--- config.mk ---
export PLATFORM = sky130hd
export DESIGN_NAME = gcm_ram
export DESIGN_NICKNAME = d
export VERILOG_FILES = /design/src/design/gcm_ram.sv
export SDC_FILE = /design/constraint.sdc
export NUM_CORES = 1
export LEC_CHECK = 0
export ABC_CLOCK_PERIOD_IN_PS = 2290
export BUFFER_PORTS_ARGS = -buffer_cell sky130_fd_sc_hd__buf_4
export CAP_MARGIN = 20
export CORE_AREA = 2 2 116 118
export DETAILED_ROUTE_END_ITERATION = 8
export DIE_AREA = 0 0 118 120
export SETUP_SLACK_MARGIN = 0.1
export SYNTH_ARGS = -nofsm -noshare
export SYNTH_HDL_FRONTEND = slang
export SYNTH_SLANG_ARGS = --single-unit
--- constraint.sdc ---
create_clock -name clk -period 2.29 [get_ports clk]
set_input_delay 0.3435 -clock clk [delete_from_list [all_inputs] [get_ports clk]]
set_output_delay 0.3435 -clock clk [all_outputs]
set_load 0.01 [all_outputs]
--- src/design/gcm_ram.sv ---
// Generic single-port synchronous RAM with registered read.
// No dependencies.
module gcm_ram #(
  parameter int Width = 8,
  parameter int Depth = 16
) (
  input  logic                     clk,
  input  logic                     we,
  input  logic [$clog2(Depth)-1:0] addr,
  input  logic [Width-1:0]         wdata,
  output logic [Width-1:0]         rdata
);
  logic [Width-1:0] mem [Depth];

  always_ff @(posedge clk) begin
    if (we) begin
      mem[addr] <= wdata;
    end
    rdata <= mem[addr];
  end
endmodule

==> impl_metrics.toml, run 1 <==
[status]
status = "complete, no violations"

[floorplan]
placementRows = 42
ios = 22
die_w_um = 118
fp.dieH_um = 120
fp.dieArea_um2 = 14200
core_area_um2 = 13000
initial_core_util_pct = 39.0

[detailed_routing]
vias_per_cell = 5.11
wl_met1_mm = 4.36
drc = 0
wl_met3_um = 426
drt_wl_total_mm = 10.3
drt_iter0_drc = 188
vias = 2418
drt-wirelength-per-cell_um = 21.8
ant_nets = 0
top_layer = "met4"
dr.pass1.iters = 4
wl_met2_mm = 5.35

[placement]
place_congestion = 0.773
io_buffers = 21
dp_cells = 441
dp_hpwl_mm = 6.51

[clock_network]
cts_setup_buffers = 0
cts_inserted_buffers = 17
cts.clk_slew.worst_paths_ns = 0.05
cts_resized = 0
root_buffer = "clkbuf_16"
postCtsHoldBufs = 0
cts.sinks = 136
clkLatencyLatePin_ns = 0.41
htreeDepth = 4
cts_max_path_buffers = 2
cts_tree = "built"

[power]
p_int_w = 0.00444
p_comb_share_pct = 5.1
p_switching_w = 0.00108
p_leak_nw = 2.04
power-per-cell-area_nw_per_um2 = 901
p_sw_share_pct = 19.5
p_clk_share_pct = 44.0
ir_worst_vdd_uv = 472
p_seq_share_pct = 50.8

[timing]
clock_skew_ns = 0.00904
fin_crit_sh_pct = 65.2
finalSetupTns_ns = 0
period_minus_slack_ns = 1.49
finalHoldViolations = 0
max_clock_freq_mhz = 669
setup_viol = 0
maxSlewViolCount = 0
rsz0062_at_grt = "no"
maxSlewHeadroom_pct = 42.7
worst_slew_pin_slew_ns = 0.857

[synthesis]
syn-num-nets = 244
syn-mean-instance-area_um2 = 22.0
postSynthCellCount = 230
ys_ff_latch = 136
synth_cell_types = 18
synth_area_um2 = 5070
synth_area_leaders = "edfxtp_1 76%, mux4_2 14%, dfxtp_1 3.2%"
yosys.area.top_type_share_pct = 75.9
synth_area_leader_cell = "edfxtp_1"
ys_seq_area_share_pct = 79.0
ys_warn_count = 0

[grt]
antenna_found_initial = 0
grt_max_degree = 20
grt_pass1_vias = 2620
grt_pass1_wl_mm = 16.0
overflow = 0
gr-usage-all-layers_pct = 16.0

[critical_path]
worstPathRequired_ns = 2.57
path_cells = "buf_4 -> buf_4 -> mux4_2 -> a22oi_1 -> nand2_1"
timing_worst_setup_path_type = "input pin to register"
cp_slowest_cell = "mux4_2"
cpPeakStageDelay_ns = 0.52
crit_path_max_fanout = 19
crit_path_start_kind = "input pin"
worst_path_most_repeated_cell = "buf_4"
critPathCaptureType = "register"
cp.arrival_ns = 1.77

[final_layout]
utilization_pct = 47.2
drive_gt1_share_pct = 35.0
layout.cells.non_filler = 473
final_common_cell = "edfxtp_1"
area_growth_syn_to_layout_pct = 20.8
antenna_cells = 0
nNetsFinal = 298
final_cell_mix = "128 x edfxtp_1, 45 x buf_4, 32 x mux4_2"

[worst_hold_path]
hold_path_class = "input pin to register"

[run]
max_cap_viol_count = 0
flip-flops by register name, summed over array words and instances, names as in the netlist:
register  flops
mem         128
rdata         8
area by class of cell:
class	instances	area, um2
fill	1092	6860
sequential	136	4000
multi-input combinational	83	1000
clock buffer	29	520
timing repair buffer	46	358
tap	176	220
clock inverter	3	15.0
final timing paths:
kind,start,endpoint,slack (ns),cells past startpoint
max,addr[0],rdata[1],0.80,5
min,wdata[4],mem[5][4],0.24,1
max reg2reg,mem[2][1],rdata[1],0.84,3
min reg2reg,mem[14][7],rdata[7],0.66,3
power by group through the flow:
stage	sequential, W	combinational [W]	clock, W
4_1_cts	0.00280	0.000289	0.00248
3_3_place_gp	0.00285	0.000284	0
6_report	0.00280	0.000283	0.00243
2_1_floorplan	0.00285	0.000143	0
5_1_grt	0.00281	0.000307	0.00259
3_5_place_dp	0.00285	0.000288	0
critical path: cells and delay by family:
kind / cells / cell delay, ns
muxes: 1 / 0.52
AOI/OAI and AO/OA: 1 / 0.22
and+or+nand+nor: 1 / 0.09
buffers and inverters: 2 / 0.58
layer usage:
layer / vias to the layer above / global-route usage (%)
li1: 1076 / -
met5: - / 0
met1: 1265 / 19.6
met4: 0 / 7.23
met3: 14 / 3.85
met2: 63 / 27.1
cells by family (layout without fill, tap and decap cells):
kind of cell | after synthesis | after routing | synth area share, %
AO/OA/AOI/OAI | 16 | 16 | 2.37
buffers and inverters | 11 | 78 | 1.19
flip-flops | 136 | 136 | 79.0
multiplexers | 32 | 32 | 14.2
AND/OR/NAND/NOR | 35 | 35 | 3.21
synth_stat cells (all sizes together):
cell type,number
nor2,13
edfxtp,128
mux4,32
nand2b,2
dfxtp,8
buf,8
nor3,4
a22oi,16
or3b,1
nor2b,2
nand3,1
clkbuf,3
nand3b,2
nand2,9
and2,1
through the flow:
step	hold WS, ns	setup WS, ns	cell area (um2)	power (W)
finish	0.237	0.796	6120	0.00551
global placement	0.656	0.392	5590	0.00313
detailed placement	0.656	0.407	5590	0.00314
CTS	0.221	0.787	6120	0.00557
floorplan	0.442	0.453	5070	0.00300
global route	0.233	0.712	6120	0.00570
(Power assumes the default switching activity.)
==> inputs of run 2 (changes only) <==
--- a/config.mk
+++ b/config.mk
@@ -5,7 +5,7 @@
 export SDC_FILE = /design/constraint.sdc
 export NUM_CORES = 1
 export LEC_CHECK = 0
-export ABC_CLOCK_PERIOD_IN_PS = 2290
+export ABC_CLOCK_PERIOD_IN_PS = 1500
 export BUFFER_PORTS_ARGS = -buffer_cell sky130_fd_sc_hd__buf_4
 export CAP_MARGIN = 20
 export CORE_AREA = 2 2 116 118
==> constraint.sdc (replaced) <==
create_clock -name clk -period 1.5 [get_ports clk]
set_input_delay 0.225 -clock clk [delete_from_list [all_inputs] [get_ports clk]]
set_output_delay 0.225 -clock clk [all_outputs]
set_load 0.01 [all_outputs]
==> impl_metrics.toml, run 2 (same netlist as run 1, synthesis figures left out) <==
[critical_path]
crit_cells = 4
cpPeakStageDelay_ns = 0.48
critPathTopFamily = "multiplexers"
critical_path_buf_inv_count = 1
rr_worst_depth = 4
crit_path_max_fanout = 1
path_cells = "mux4_2 -> a22oi_2 -> buf_4 -> nand2_1"
timing_worst_setup_path_type = "register to register"
critPathCaptureType = "register"
cp_slowest_cell = "mux4_2"
cp.arrival_ns = 1.61
crit_path_start_kind = "register"
worstPathRequired_ns = 1.79

[clock_network]
postCtsHoldBufs = 0
cts_max_path_buffers = 2
clkLatencyLatePin_ns = 0.41
cts.sinks = 136
cts.clk_slew.worst_paths_ns = 0.06
root_buffer = "clkbuf_16"
htreeDepth = 4
cts_tree = "built"
cts_inserted_buffers = 17

[timing]
rsz0062_at_grt = "yes"
period_minus_slack_ns = 1.32
clock_skew_ns = 0.00598
finalHoldViolations = 0
maxSlewViolCount = 0
fin_crit_sh_pct = 88.3
maxSlewHeadroom_pct = 46.6
worst_slew_pin_slew_ns = 0.799
finalSetupTns_ns = 0
setup_viol = 0
max_clock_freq_mhz = 755

[detailed_routing]
drt-wirelength-per-cell_um = 21.0
ant_nets = 0
drt_wl_total_mm = 10.2
dr.pass1.iters = 4
vias = 2426
vias_per_cell = 4.98
drc = 0
drt_iter0_drc = 250

[final_layout]
drive_gt1_share_pct = 45.7
fillers = 1054
largest-register = "mem"
final_common_cell = "edfxtp_1"
reg_top3 = "mem x128, rdata x8"
area_growth_syn_to_layout_pct = 28.7
layout.cells.non_filler = 487
final_cell_mix = "128 x edfxtp_1, 47 x buf_4, 32 x mux4_2"
nNetsFinal = 312
antenna_cells = 0
largest_register_ff_count = 128

[run]
max_cap_viol_count = 0

[power]
p_int_w = 0.00714
p_leak_nw = 2.18
p_sw_share_pct = 19.3
p_seq_share_pct = 48.4
p_clk_share_pct = 46.0
p_comb_share_pct = 5.6
power-per-cell-area_nw_per_um2 = 1360
ir_worst_vdd_uv = 791
p_switching_w = 0.00170

[grt]
antenna_found_initial = 0
grt_pass1_wl_mm = 15.9
grt_pass1_vias = 2670
gr-usage-all-layers_pct = 15.9
overflow = 0
grt_max_degree = 22

[placement]
dp_hpwl_mm = 6.89
dp_cells = 455
place_congestion = 0.686
io_buffers = 21

[floorplan]
fp.dieArea_um2 = 14200
die_w_um = 118
fp.dieH_um = 120
initial_core_util_pct = 39.0
placementRows = 42
ios = 22
core_area_um2 = 13000

[status]
status = "complete, no violations"

[worst_hold_path]
hold_path_depth = 1
hold_path_class = "input pin to register"
==> run 2: final timing paths <==
kind | slack [ns] | start | to
worst min-delay path | 0.13 | wdata[7] | mem[15][7]
worst min register to register | 0.67 | mem[14][1] | rdata[1]
worst max register to register | 0.18 | mem[3][4] | rdata[4]
worst max-delay path | 0.18 | mem[3][4] | rdata[4]
==> run 2: worst reg2reg max path: stages, from the launching register on <==
cell      delay [ns]
edfxtp_1        0.35
mux4_2          0.48
a22oi_2         0.19
buf_4           0.13
nand2_1         0.05
==> run 2: stage by stage <==
step	hold slack [ns]	cell area, um2	total power [W]	utilization [%]	setup slack [ns]
after floorplan	0.324	5150	0.00459	-	-0.00317
after global placement	0.535	5920	0.00485	45.6	-0.203
after detailed placement	0.545	5920	0.00486	45.6	-0.212
after CTS	0.117	6510	0.00893	50.2	0.160
after global routing	0.125	6520	0.00915	50.3	0.0991
final	0.126	6520	0.00885	50.3	0.175
==> run 2: final cells by class <==
| type | instances | area (um2) | share of cell area (%) |
|---|---|---|---|
| tap | 176 | 220 | 3.38 |
| multi-input combinational | 83 | 1090 | 16.7 |
| clock buffer | 24 | 502 | 7.69 |
| clock inverter | 8 | 92.6 | 1.42 |
| timing repair buffer | 60 | 613 | 9.40 |
| sequential | 136 | 4000 | 61.4 |
==> run 2: timing repair <==
action	in CTS	in global routing
setup buffers	0	0
gates resized for setup	0	2
setup endpoints to repair	0	2
==> run 2: power by group through the flow <==
stage	Clock [W]	Sequential [W]	Combinational, W
2_1_floorplan	0	0.00436	0.000235
3_3_place_gp	0	0.00435	0.000499
3_5_place_dp	0	0.00436	0.000505
4_1_cts	0.00414	0.00428	0.000506
5_1_grt	0.00433	0.00428	0.000538
6_report	0.00407	0.00428	0.000498
==> run 2: layer usage <==
metal / vias to the layer above / GRT usage (%) / routed length (um)
met5: - / 0 / 0
met4: 0 / 6.10 / 156
met3: 11 / 3.94 / 249
met2: 43 / 26.5 / 5170
met1: 1269 / 20.3 / 4640
li1: 1103 / - / -
