[src/design/gcm_div.sv]
// Restoring divider, one quotient bit per cycle: quot = floor(num / den).
// No package dependency.
module gcm_div #(
  parameter int Bits = 32
) (
  input  logic            clk,
  input  logic            rst,
  input  logic            start,
  input  logic [Bits-1:0] num,
  input  logic [Bits-1:0] den,
  output logic            done,
  output logic [Bits-1:0] quot
);
  localparam int CntW = $clog2(Bits + 1);
  logic [Bits-1:0] rem;
  logic [Bits-1:0] dvs;
  logic [CntW-1:0] cnt;
  logic            busy;
  logic [Bits:0]   trial;

  assign trial = {rem, quot[Bits-1]} - {1'b0, dvs};

  always_ff @(posedge clk) begin
    if (rst) begin
      busy <= 1'b0;
      done <= 1'b0;
      cnt  <= '0;
    end else begin
      done <= 1'b0;
      if (start) begin
        busy <= 1'b1;
        cnt  <= CntW'(Bits);
      end else if (busy) begin
        cnt <= cnt - 1'b1;
        if (cnt == CntW'(1)) begin
          busy <= 1'b0;
          done <= 1'b1;
        end
      end
    end
  end

  always_ff @(posedge clk) begin
    if (start) begin
      rem  <= '0;
      quot <= num;
      dvs  <= den;
    end else if (busy) begin
      if (!trial[Bits]) begin
        rem <= trial[Bits-1:0];
      end else begin
        rem <= {rem[Bits-2:0], quot[Bits-1]};
      end
      quot <= {quot[Bits-2:0], !trial[Bits]};
    end
  end
endmodule
[config.mk]
export PLATFORM = sky130hd
export DESIGN_NAME = gcm_div
export DESIGN_NICKNAME = d
export VERILOG_FILES = /design/src/design/gcm_div.sv
export SDC_FILE = /design/constraint.sdc
export NUM_CORES = 1
export LEC_CHECK = 0
export ABC_CLOCK_PERIOD_IN_PS = 3800
export BUFFER_PORTS_ARGS = -buffer_cell sky130_fd_sc_hd__clkbuf_2
export CORE_ASPECT_RATIO = 0.5
export CORE_UTILIZATION = 57
export DETAILED_ROUTE_END_ITERATION = 10
export GPL_TIMING_DRIVEN = 0
export PLACE_DENSITY = 0.93
export SKIP_CTS_REPAIR_TIMING = 1
export SYNTH_ARGS = -nofsm -noshare
export SYNTH_HDL_FRONTEND = slang
export SYNTH_SLANG_ARGS = --single-unit
[constraint.sdc]
create_clock -name clk -period 3.8 [get_ports clk]
set_input_delay 0.19 -clock clk [delete_from_list [all_inputs] [get_ports clk]]
set_output_delay 0.19 -clock clk [all_outputs]
set_load 0.03 [all_outputs]
==> key figures, run 1 <==
Outcome
  • Status: finished, violations left
  • Failing checks: negative hold slack

Global routing
  • Largest net degree at the start of global routing: 34
  • Vias in the first global route: 4815
  • Gr ovfl total: 0
  • Initial antenna violation count: 0
  • GRT Overall Usage: 0.283
  • First-pass GRT wire length: 23700 µm

Power and ir drop
  • Power per cell area: 440 nW/µm²
  • Reg power frac: 0.432
  • Combinational cell fraction of total power: 0.245
  • Clock power share: 0.323
  • Power Total: between 3 and 4 mW
  • Worst VDD drop: 0.286 mV
  • Switch Pwr: 1.01 mW
  • Pleak: between 3 and 4 nW
  • Sw frac: 0.319
  • Internal: roughly 2.2 mW

Clock network
  • Clock Path Buffers: 2
  • Clock-pin transition on the worst setup and hold timing paths: approximately 0.08 ns
  • Clock sinks: between 100 and 150
  • CTS root buf: clkbuf_16
  • Num CTS Buffers: 9
  • # H-tree levels: 3
  • Clock Latency Late Sink: 0.37 ns
  • CTS tree: built

Synth
  • FF+latch count, synth: 104
  • Syn avg cell area: 10.2 µm²
  • Syn Std Cell Area: 6020 µm²
  • Asr flop ratio synth: 0
  • Post-synthesis sequential area ratio: 0.452
  • Yosys cell types: 66
  • Yosys Warn Count: 0
  • Synthesized Nets: 694
  • Syn Inst Count: 592
  • Number of flops mapped to enable cells by yosys: 64
  • Post-synth top flop: edfxtp_1

STA
  • Final setup TNS: 0 ns
  • Tmin final: about 3.4 ns
  • Unrepaired setup endpoints after global routing: false
  • Final setup violation count: 0
  • Slew @ Worst Pin: 0.956 ns
  • Final Max Tran Viols: 0
  • Fmax: roughly 290 MHz
  • Max_slew headroom: 0.363
  • WHS: -0.00281 ns
  • Period utilization: 0.896
  • Clock Skew: 0.0125 ns
  • Post-route setup slack: 0.397 ns
  • Fin. Hold Viols: 3

Critical path
  • Crit end category: flip-flop
  • Largest fanout on the critical path: 10
  • Worst endpoint required time: 4.05 ns
  • CP startpoint kind: flip-flop
  • Data arrival, critical path: about 3.7 ns
  • WS Path Type: reg -> reg

Route
  • # DRC: 0
  • Routed wire length per instance: 17.4 µm
  • Via total after detailed routing: 5106
  • Post-Route WL: 15000 µm
  • Number of vias per cell: 5.91
  • DR iter-0 viols: 481
  • Post-route ant nets: 0
  • First-pass iteration count of the detailed router: 7

Layout
  • Share of cells above drive strength 1: 0.240
  • Area Growth Syn to Fin: 19.6%
  • Post-route cell area: 7200 µm²
  • Diodes inserted: 0
  • Most frequent cells in the layout: 100 x clkbuf_2, 64 x edfxtp_1, 56 x nor2_1
  • Final net count: roughly 800
  • Commonest non-fill, non-tap cell in the layout: clkbuf_2
  • Post-route insts no fill: 864

Floorplan
  • Die ar.: 11000 µm²
  • Chip Width: about 150 µm
  • Row cnt: 26
  • Core Area: 10200 µm²
  • Height of the chip: 74.7 µm
  • # IOs: 100
  • Initial core utilization: 0.588

Placement
  • Dpl cells: 831
  • Post-place instance area: 6690 µm²
  • Pre-CTS worst setup slack: 0.430 ns
  • Hpwl dp: about 11000 µm
  • GP Congestion: 0.937
  • I/O Buffers: 99

Run
  • Total of max-cap violations: 0

Worst hold path
  • Worst hold path type: in -> reg
final cells by class:
type                    count  area, µm²
repair buffers            116        666
inverters                  42        158
flip-flops and latches    104       2720
plain buffers              31        175
clock buffers               9        225
clock inverters             7        113
well taps                 140        175
fillers                   746       3050
multi-input cells         415       2970
cell usage after synthesis (all sizes together) (4+ instances only):
cell type   n  share of area
edfxtp     64           0.32
nor2       56          0.035
a21oi      44          0.039
inv        42          0.026
dfxtp      40           0.13
nand2      38          0.024
ha         34          0.071
mux2       31          0.058
o21ai      30          0.026
a211oi     24          0.031
clkbuf     22          0.014
xnor2      17          0.025
nor3       16          0.014
a21o       11          0.014
xor2       11          0.016
buf         9          0.015
mux2i       9          0.015
nand4       8         0.0083
o21a        8          0.010
and3        6         0.0062
nand3       6         0.0067
o211ai      6         0.0075
nor2b       5         0.0052
a2111oi     4         0.0062
a311oi      4         0.0079
critical path, cell delays in order (launching register included):
cell      delay (ns)
edfxtp_1        0.39
inv_1           0.06
ha_1            0.21
fa_1            0.41
nor2b_1         0.25
o31a_1          0.26
o21a_1          0.23
o211ai_1        0.15
a211oi_1        0.38
nand2_2         0.18
clkbuf_1        0.31
a41oi_1         0.34
o21ai_0         0.11
sequential cells by signal (all words and copies together) (netlist names):
register,count
cnt,6
dvs,32
busy,1
done,1
quot,32
rem,32
metrics by stage:
stage	utilization	hold WS, ns
3_5_place_dp	0.653	0.369
2_1_floorplan	-	0.259
5_1_grt	0.703	-0.00346
6_report	0.703	-0.00281
4_1_cts	0.686	-0.00915
3_3_place_gp	0.653	0.366
power by group through the flow:
stage	logic, mW	registers, mW	clock network (mW)
after CTS	0.754	1.37	1.03
after global placement	0.716	1.39	0
after floorplan	0.480	1.45	0
after global routing	0.845	1.38	1.07
final	0.777	1.37	1.02
after detailed placement	0.743	1.39	0
path summary, 6_finish.rpt:
path         startpoint       to  slack [ns]  cells past startpoint
max            quot[31]  rem[29]        0.40                     12
min             den[19]  dvs[19]      -0.003                      1
max reg2reg    quot[31]  rem[29]        0.40                     12
min reg2reg      cnt[0]   cnt[0]        0.49                      2
layer usage:
metal	vias to the layer above	routed length, µm	track usage
li1	2427	-	-
met1	2422	6440	0.356
met2	232	7130	0.484
met3	25	1200	0.0739
met4	0	216	0.102
met5	-	0	0
cell families (layout without fill, tap and decap cells):
family | count (synthesis) | count (layout) | synth area share
AOI/OAI and AO/OA | 160 | 160 | 0.186
xor gates and xnor gates | 28 | 28 | 0.0407
adders and majority gates | 35 | 35 | 0.0740
buffers and inverters | 73 | 205 | 0.0553
DFF | 104 | 104 | 0.452
muxes | 40 | 40 | 0.0729
and+or+nand+nor | 152 | 152 | 0.119
No activity file was read; power rests on OpenSTA's default activity.
==> inputs of run 2 (changes only) <==
--- a/config.mk
+++ b/config.mk
@@ -8,10 +8,10 @@
 export ABC_CLOCK_PERIOD_IN_PS = 3800
 export BUFFER_PORTS_ARGS = -buffer_cell sky130_fd_sc_hd__clkbuf_2
 export CORE_ASPECT_RATIO = 0.5
-export CORE_UTILIZATION = 57
+export CORE_UTILIZATION = 53
 export DETAILED_ROUTE_END_ITERATION = 10
 export GPL_TIMING_DRIVEN = 0
-export PLACE_DENSITY = 0.93
+export PLACE_DENSITY = 0.88
 export SKIP_CTS_REPAIR_TIMING = 1
 export SYNTH_ARGS = -nofsm -noshare
 export SYNTH_HDL_FRONTEND = slang
==> key figures, run 2 (synthesis gave the netlist of run 1 again) <==
Outcome
  • Status: finished, violations left
  • Failing checks: negative hold slack

STA
  • Final setup violation count: 0
  • Fin. Hold Viols: 1
  • Final setup TNS: 0 ns
  • WHS: -0.000380 ns
  • Final Max Tran Viols: 0
  • Period utilization: 0.922
  • Clock Skew: 0.0157 ns
  • Tmin final: 3.50 ns
  • Max_slew headroom: 0.122
  • Unrepaired setup endpoints after global routing: false
  • Fmax: 285 MHz
  • Slew @ Worst Pin: 1.31 ns

Layout
  • Diodes inserted: 0
  • Post-route cell area: 7020 µm²
  • Share of cells above drive strength 1: 0.242
  • Area Growth Syn to Fin: 16.6%
  • Top Registers: dvs (32), quot (32), rem (32)
  • Final net count: between 800 and 900
  • Most frequent cells in the layout: 100 x clkbuf_2, 64 x edfxtp_1, 56 x nor2_1
  • Commonest non-fill, non-tap cell in the layout: clkbuf_2

Power and ir drop
  • Pleak: 2.93 nW
  • Worst VDD drop: 0.247 mV
  • Power per cell area: around 440 nW/µm²
  • Power Total: approximately 3 mW

Global routing
  • Gr ovfl total: 0
  • Initial antenna violation count: 0
  • GRT Overall Usage: 0.259
  • Vias in the first global route: 4947
  • Largest net degree at the start of global routing: 34
  • First-pass GRT wire length: 24000 µm

Clock network
  • Clock-pin transition on the worst setup and hold timing paths: 0.08 ns
  • Clock Latency Late Sink: 0.36 ns
  • CTS tree: built
  • Clock Path Buffers: 2
  • CTS root buf: clkbuf_16
  • # H-tree levels: 3
  • Num CTS Buffers: 9
  • Clock sinks: 104

Route
  • Routed wire length per instance: roughly 18 µm
  • Number of vias per cell: just under 6
  • Post-Route WL: about 15000 µm
  • Via total after detailed routing: 5089
  • DR iter-0 viols: between 300 and 400
  • First-pass iteration count of the detailed router: 8
  • # DRC: 0
  • Post-route ant nets: 0

Critical path
  • Crit path cell chain: inv_1 > ha_1 > fa_1 > nor2b_1 > o31a_1 > o21a_1 > o211ai_1 > a211oi_1 > nand2_2 > clkbuf_1 > nand2_1 > o211ai_1 > o211a_1
  • Data arrival, critical path: 3.75 ns
  • Setup crit start: quot[31]
  • CP startpoint kind: flip-flop
  • Worst r2r src: quot[31]
  • Crit end category: flip-flop
  • Cell repeated most along the worst path: o211ai_1
  • WS Path Type: reg -> reg
  • Max incr delay on CP: 0.41 ns
  • CP endpoint: rem[16]
  • CP max-delay cell: fa_1
  • R2r setup slk: between 0.2 and 0.3 ns
  • R2R cell count: 13
  • Largest fanout on the critical path: 10
  • Reg-to-reg endpoint: rem[16]
  • Worst endpoint required time: 4.05 ns

Placement
  • Hpwl dp: 10400 µm
  • I/O Buffers: 99
  • Post-place instance area: ~6700 µm²
  • GP Congestion: 0.929

Floorplan
  • Row cnt: 27
  • Initial core utilization: 0.547
  • Die ar.: 11800 µm²
  • Core Area: roughly 11000 µm²
  • Height of the chip: 77.4 µm
  • Chip Width: ~150 µm
  • # IOs: 100

Worst hold path
  • Worst hold path type: in -> reg

Run
  • Total of max-cap violations: 0
## run 2: metal layers
layer  share of wire  wire, µm  track usage  vias to the layer above
met3           0.091      1370       0.0575                       48
met4           0.023       345       0.0929                        0
li1                -         -            -                     2391
met1            0.43      6400        0.333                     2391
met2            0.46      6940        0.433                      259
met5               0         0            0                        -
## run 2: worst min-delay path by stage
| stage | cells past startpoint | from | end |
|---|---|---|---|
| finish | 1 | den[30] | dvs[30] |
| global route | 1 | den[3] | dvs[3] |
| CTS | 1 | den[1] | dvs[1] |
| floorplan | 1 | rst | busy |
| global placement | 1 | den[20] | dvs[20] |
| detailed placement | 1 | den[16] | dvs[16] |
## run 2: worst max-delay path: cells and delay by family, from the launching register on
family / cells / cell delay, ns
compound gates: 6 / 1.31
buf+inv: 2 / 0.41
simple gates: 3 / 0.64
flops: 1 / 0.39
fa+ha+maj: 2 / 0.63
## run 2: per-stage QoR
stage               setup WS (ns)   util  cells
floorplan                   0.811      -    592
global placement            0.536  0.608    836
detailed placement          0.414  0.608    836
CTS                         0.379  0.635    852
global route                0.132  0.637    855
finish                      0.297  0.637    855
## run 2: area by class of cell
class                   count  area (µm²)
well taps                 145         181
clock buffers              10         229
repair buffers            102         526
clock inverters             6        61.3
fillers                   860        4000
multi-input cells         415        2970
plain buffers              31         175
inverters                  42         158
flip-flops and latches    104        2720
## run 2: power by group
group / switching, mW / internal, mW / total, mW
Sequential: 0.0572 / 1.31 / 1.36
Clock: 0.466 / 0.463 / 0.929
Combinational: 0.469 / 0.302 / 0.770
==> inputs of run 3 (changes only) <==
--- a/config.mk
+++ b/config.mk
@@ -12,6 +12,7 @@
 export DETAILED_ROUTE_END_ITERATION = 10
 export GPL_TIMING_DRIVEN = 0
 export PLACE_DENSITY = 0.88
+export SETUP_SLACK_MARGIN = 0.3
 export SKIP_CTS_REPAIR_TIMING = 1
 export SYNTH_ARGS = -nofsm -noshare
 export SYNTH_HDL_FRONTEND = slang
==> key figures, run 3 (synthesis gave the netlist of run 1 again) <==
Outcome
  • Status: finished, violations left
  • Failing checks: negative hold slack

Power and ir drop
  • Combinational cell fraction of total power: 0.251
  • Internal: 2.07 mW
  • Power per cell area: around 440 nW/µm²
  • Clock power share: 0.303
  • Switch Pwr: between 0.9 and 1 mW
  • Reg power frac: 0.445
  • Worst VDD drop: between 0.2 and 0.25 mV
  • Pleak: 2.94 nW
  • Sw frac: 0.324

Route
  • Via total after detailed routing: about 5100
  • Post-route ant nets: 0
  • Number of vias per cell: about 6
  • # DRC: 0
  • Post-Route WL: 15000 µm
  • First-pass iteration count of the detailed router: 7
  • Routed wire length per instance: 17.5 µm
  • DR iter-0 viols: ~380

Floorplan
  • Height of the chip: a little under 80 µm
  • Die ar.: 11800 µm²
  • # IOs: 100
  • Initial core utilization: 0.547
  • Chip Width: 153 µm
  • Row cnt: 27
  • Core Area: 11000 µm²

Clock network
  • # H-tree levels: 3
  • Clock Latency Late Sink: 0.36 ns
  • Clock-pin transition on the worst setup and hold timing paths: about 0.08 ns
  • Num CTS Buffers: 9
  • CTS tree: built
  • CTS root buf: clkbuf_16
  • Clock sinks: 104
  • Clock Path Buffers: 2

STA
  • Unrepaired setup endpoints after global routing: false
  • Final setup violation count: 0
  • Final setup TNS: 0 ns
  • Period utilization: 0.871
  • Clock Skew: around 0.015 ns
  • Slew @ Worst Pin: 1.31 ns
  • Max_slew headroom: 0.124
  • Final Max Tran Viols: 0
  • Tmin final: 3.31 ns
  • WHS: -0.000174 ns
  • Fmax: between 300 and 400 MHz
  • Fin. Hold Viols: 1

Global routing
  • Gr ovfl total: 0
  • First-pass GRT wire length: 24000 µm
  • Largest net degree at the start of global routing: 34
  • Initial antenna violation count: 0
  • Vias in the first global route: 4947
  • GRT Overall Usage: 0.259

Critical path
  • R2R cell count: 13
  • Worst endpoint required time: around 4.1 ns
  • Data arrival, critical path: between 3 and 4 ns
  • Crit end category: flip-flop
  • WS Path Type: reg -> reg
  • Largest fanout on the critical path: 10
  • CP startpoint kind: flip-flop

Layout
  • Share of cells above drive strength 1: 0.246
  • Final net count: 807
  • Post-route cell area: between 7000 and 8000 µm²
  • Diodes inserted: 0
  • Top Registers: dvs (32), quot (32), rem (32)
  • Area Growth Syn to Fin: 16.6%
  • Commonest non-fill, non-tap cell in the layout: clkbuf_2
  • Most frequent cells in the layout: 102 x clkbuf_2, 64 x edfxtp_1, 56 x nor2_1

Placement
  • Post-place instance area: between 6000 and 7000 µm²
  • I/O Buffers: 99
  • Hpwl dp: ~10000 µm
  • GP Congestion: 0.929

Run
  • Total of max-cap violations: 0

Worst hold path
  • Worst hold stages: 1
  • Worst hold path type: in -> reg
## run 3: final cells by class
class,instances,area [µm²]
fill,861,3990
multi-input combinational,415,2970
sequential,104,2720
timing repair buffer,102,526
clock buffer,10,229
tap,145,181
buffer,31,178
inverter,42,158
clock inverter,6,61.3
## run 3: path summary, 6_finish.rpt
path / slack [ns] / startpoint / endpoint
worst max-delay path: 0.49 / quot[31] / rem[16]
worst min-delay path: -0.0002 / den[30] / dvs[30]
worst max register to register: 0.49 / quot[31] / rem[16]
worst min register to register: 0.49 / cnt[0] / cnt[0]
## run 3: routing by layer
layer / vias to the layer above / global-route usage / part of all wire
met5: - / 0 / 0
met3: 39 / 0.0575 / 0.094
met2: 276 / 0.433 / 0.46
li1: 2390 / - / -
met1: 2403 / 0.333 / 0.42
met4: 0 / 0.0929 / 0.022
## run 3: power groups by stage
stage          sequential, mW  combinational [mW]  clock, mW
4_1_cts                  1.36               0.755      0.932
6_report                 1.36               0.770      0.929
2_1_floorplan            1.45               0.480          0
3_5_place_dp             1.39               0.744          0
5_1_grt                  1.38               0.837      0.970
3_3_place_gp             1.38               0.718          0
## run 3: stage by stage
step | hold WS [ns] | setup slack, ns | power, mW | util | std cells
floorplan | 0.259 | 0.811 | 1.93 | - | 592
global placement | 0.367 | 0.536 | 2.10 | 0.608 | 836
detailed placement | 0.369 | 0.414 | 2.13 | 0.608 | 836
CTS | -0.000242 | 0.379 | 3.05 | 0.635 | 852
global route | 0.000977 | 0.309 | 3.18 | 0.638 | 855
finish | -0.000174 | 0.491 | 3.06 | 0.638 | 855
## run 3: worst max-delay path, cell delays in order, from the launching register on
cell and delay [ns]:
edfxtp_1 0.39, inv_1 0.06, ha_1 0.22, fa_1 0.42, nor2b_2 0.22, o31a_1 0.25
o21a_1 0.24, o211ai_1 0.16, a211oi_1 0.35, nand2_2 0.19, clkbuf_2 0.29, nand2_1 0.13
o211ai_1 0.12, o211a_1 0.17
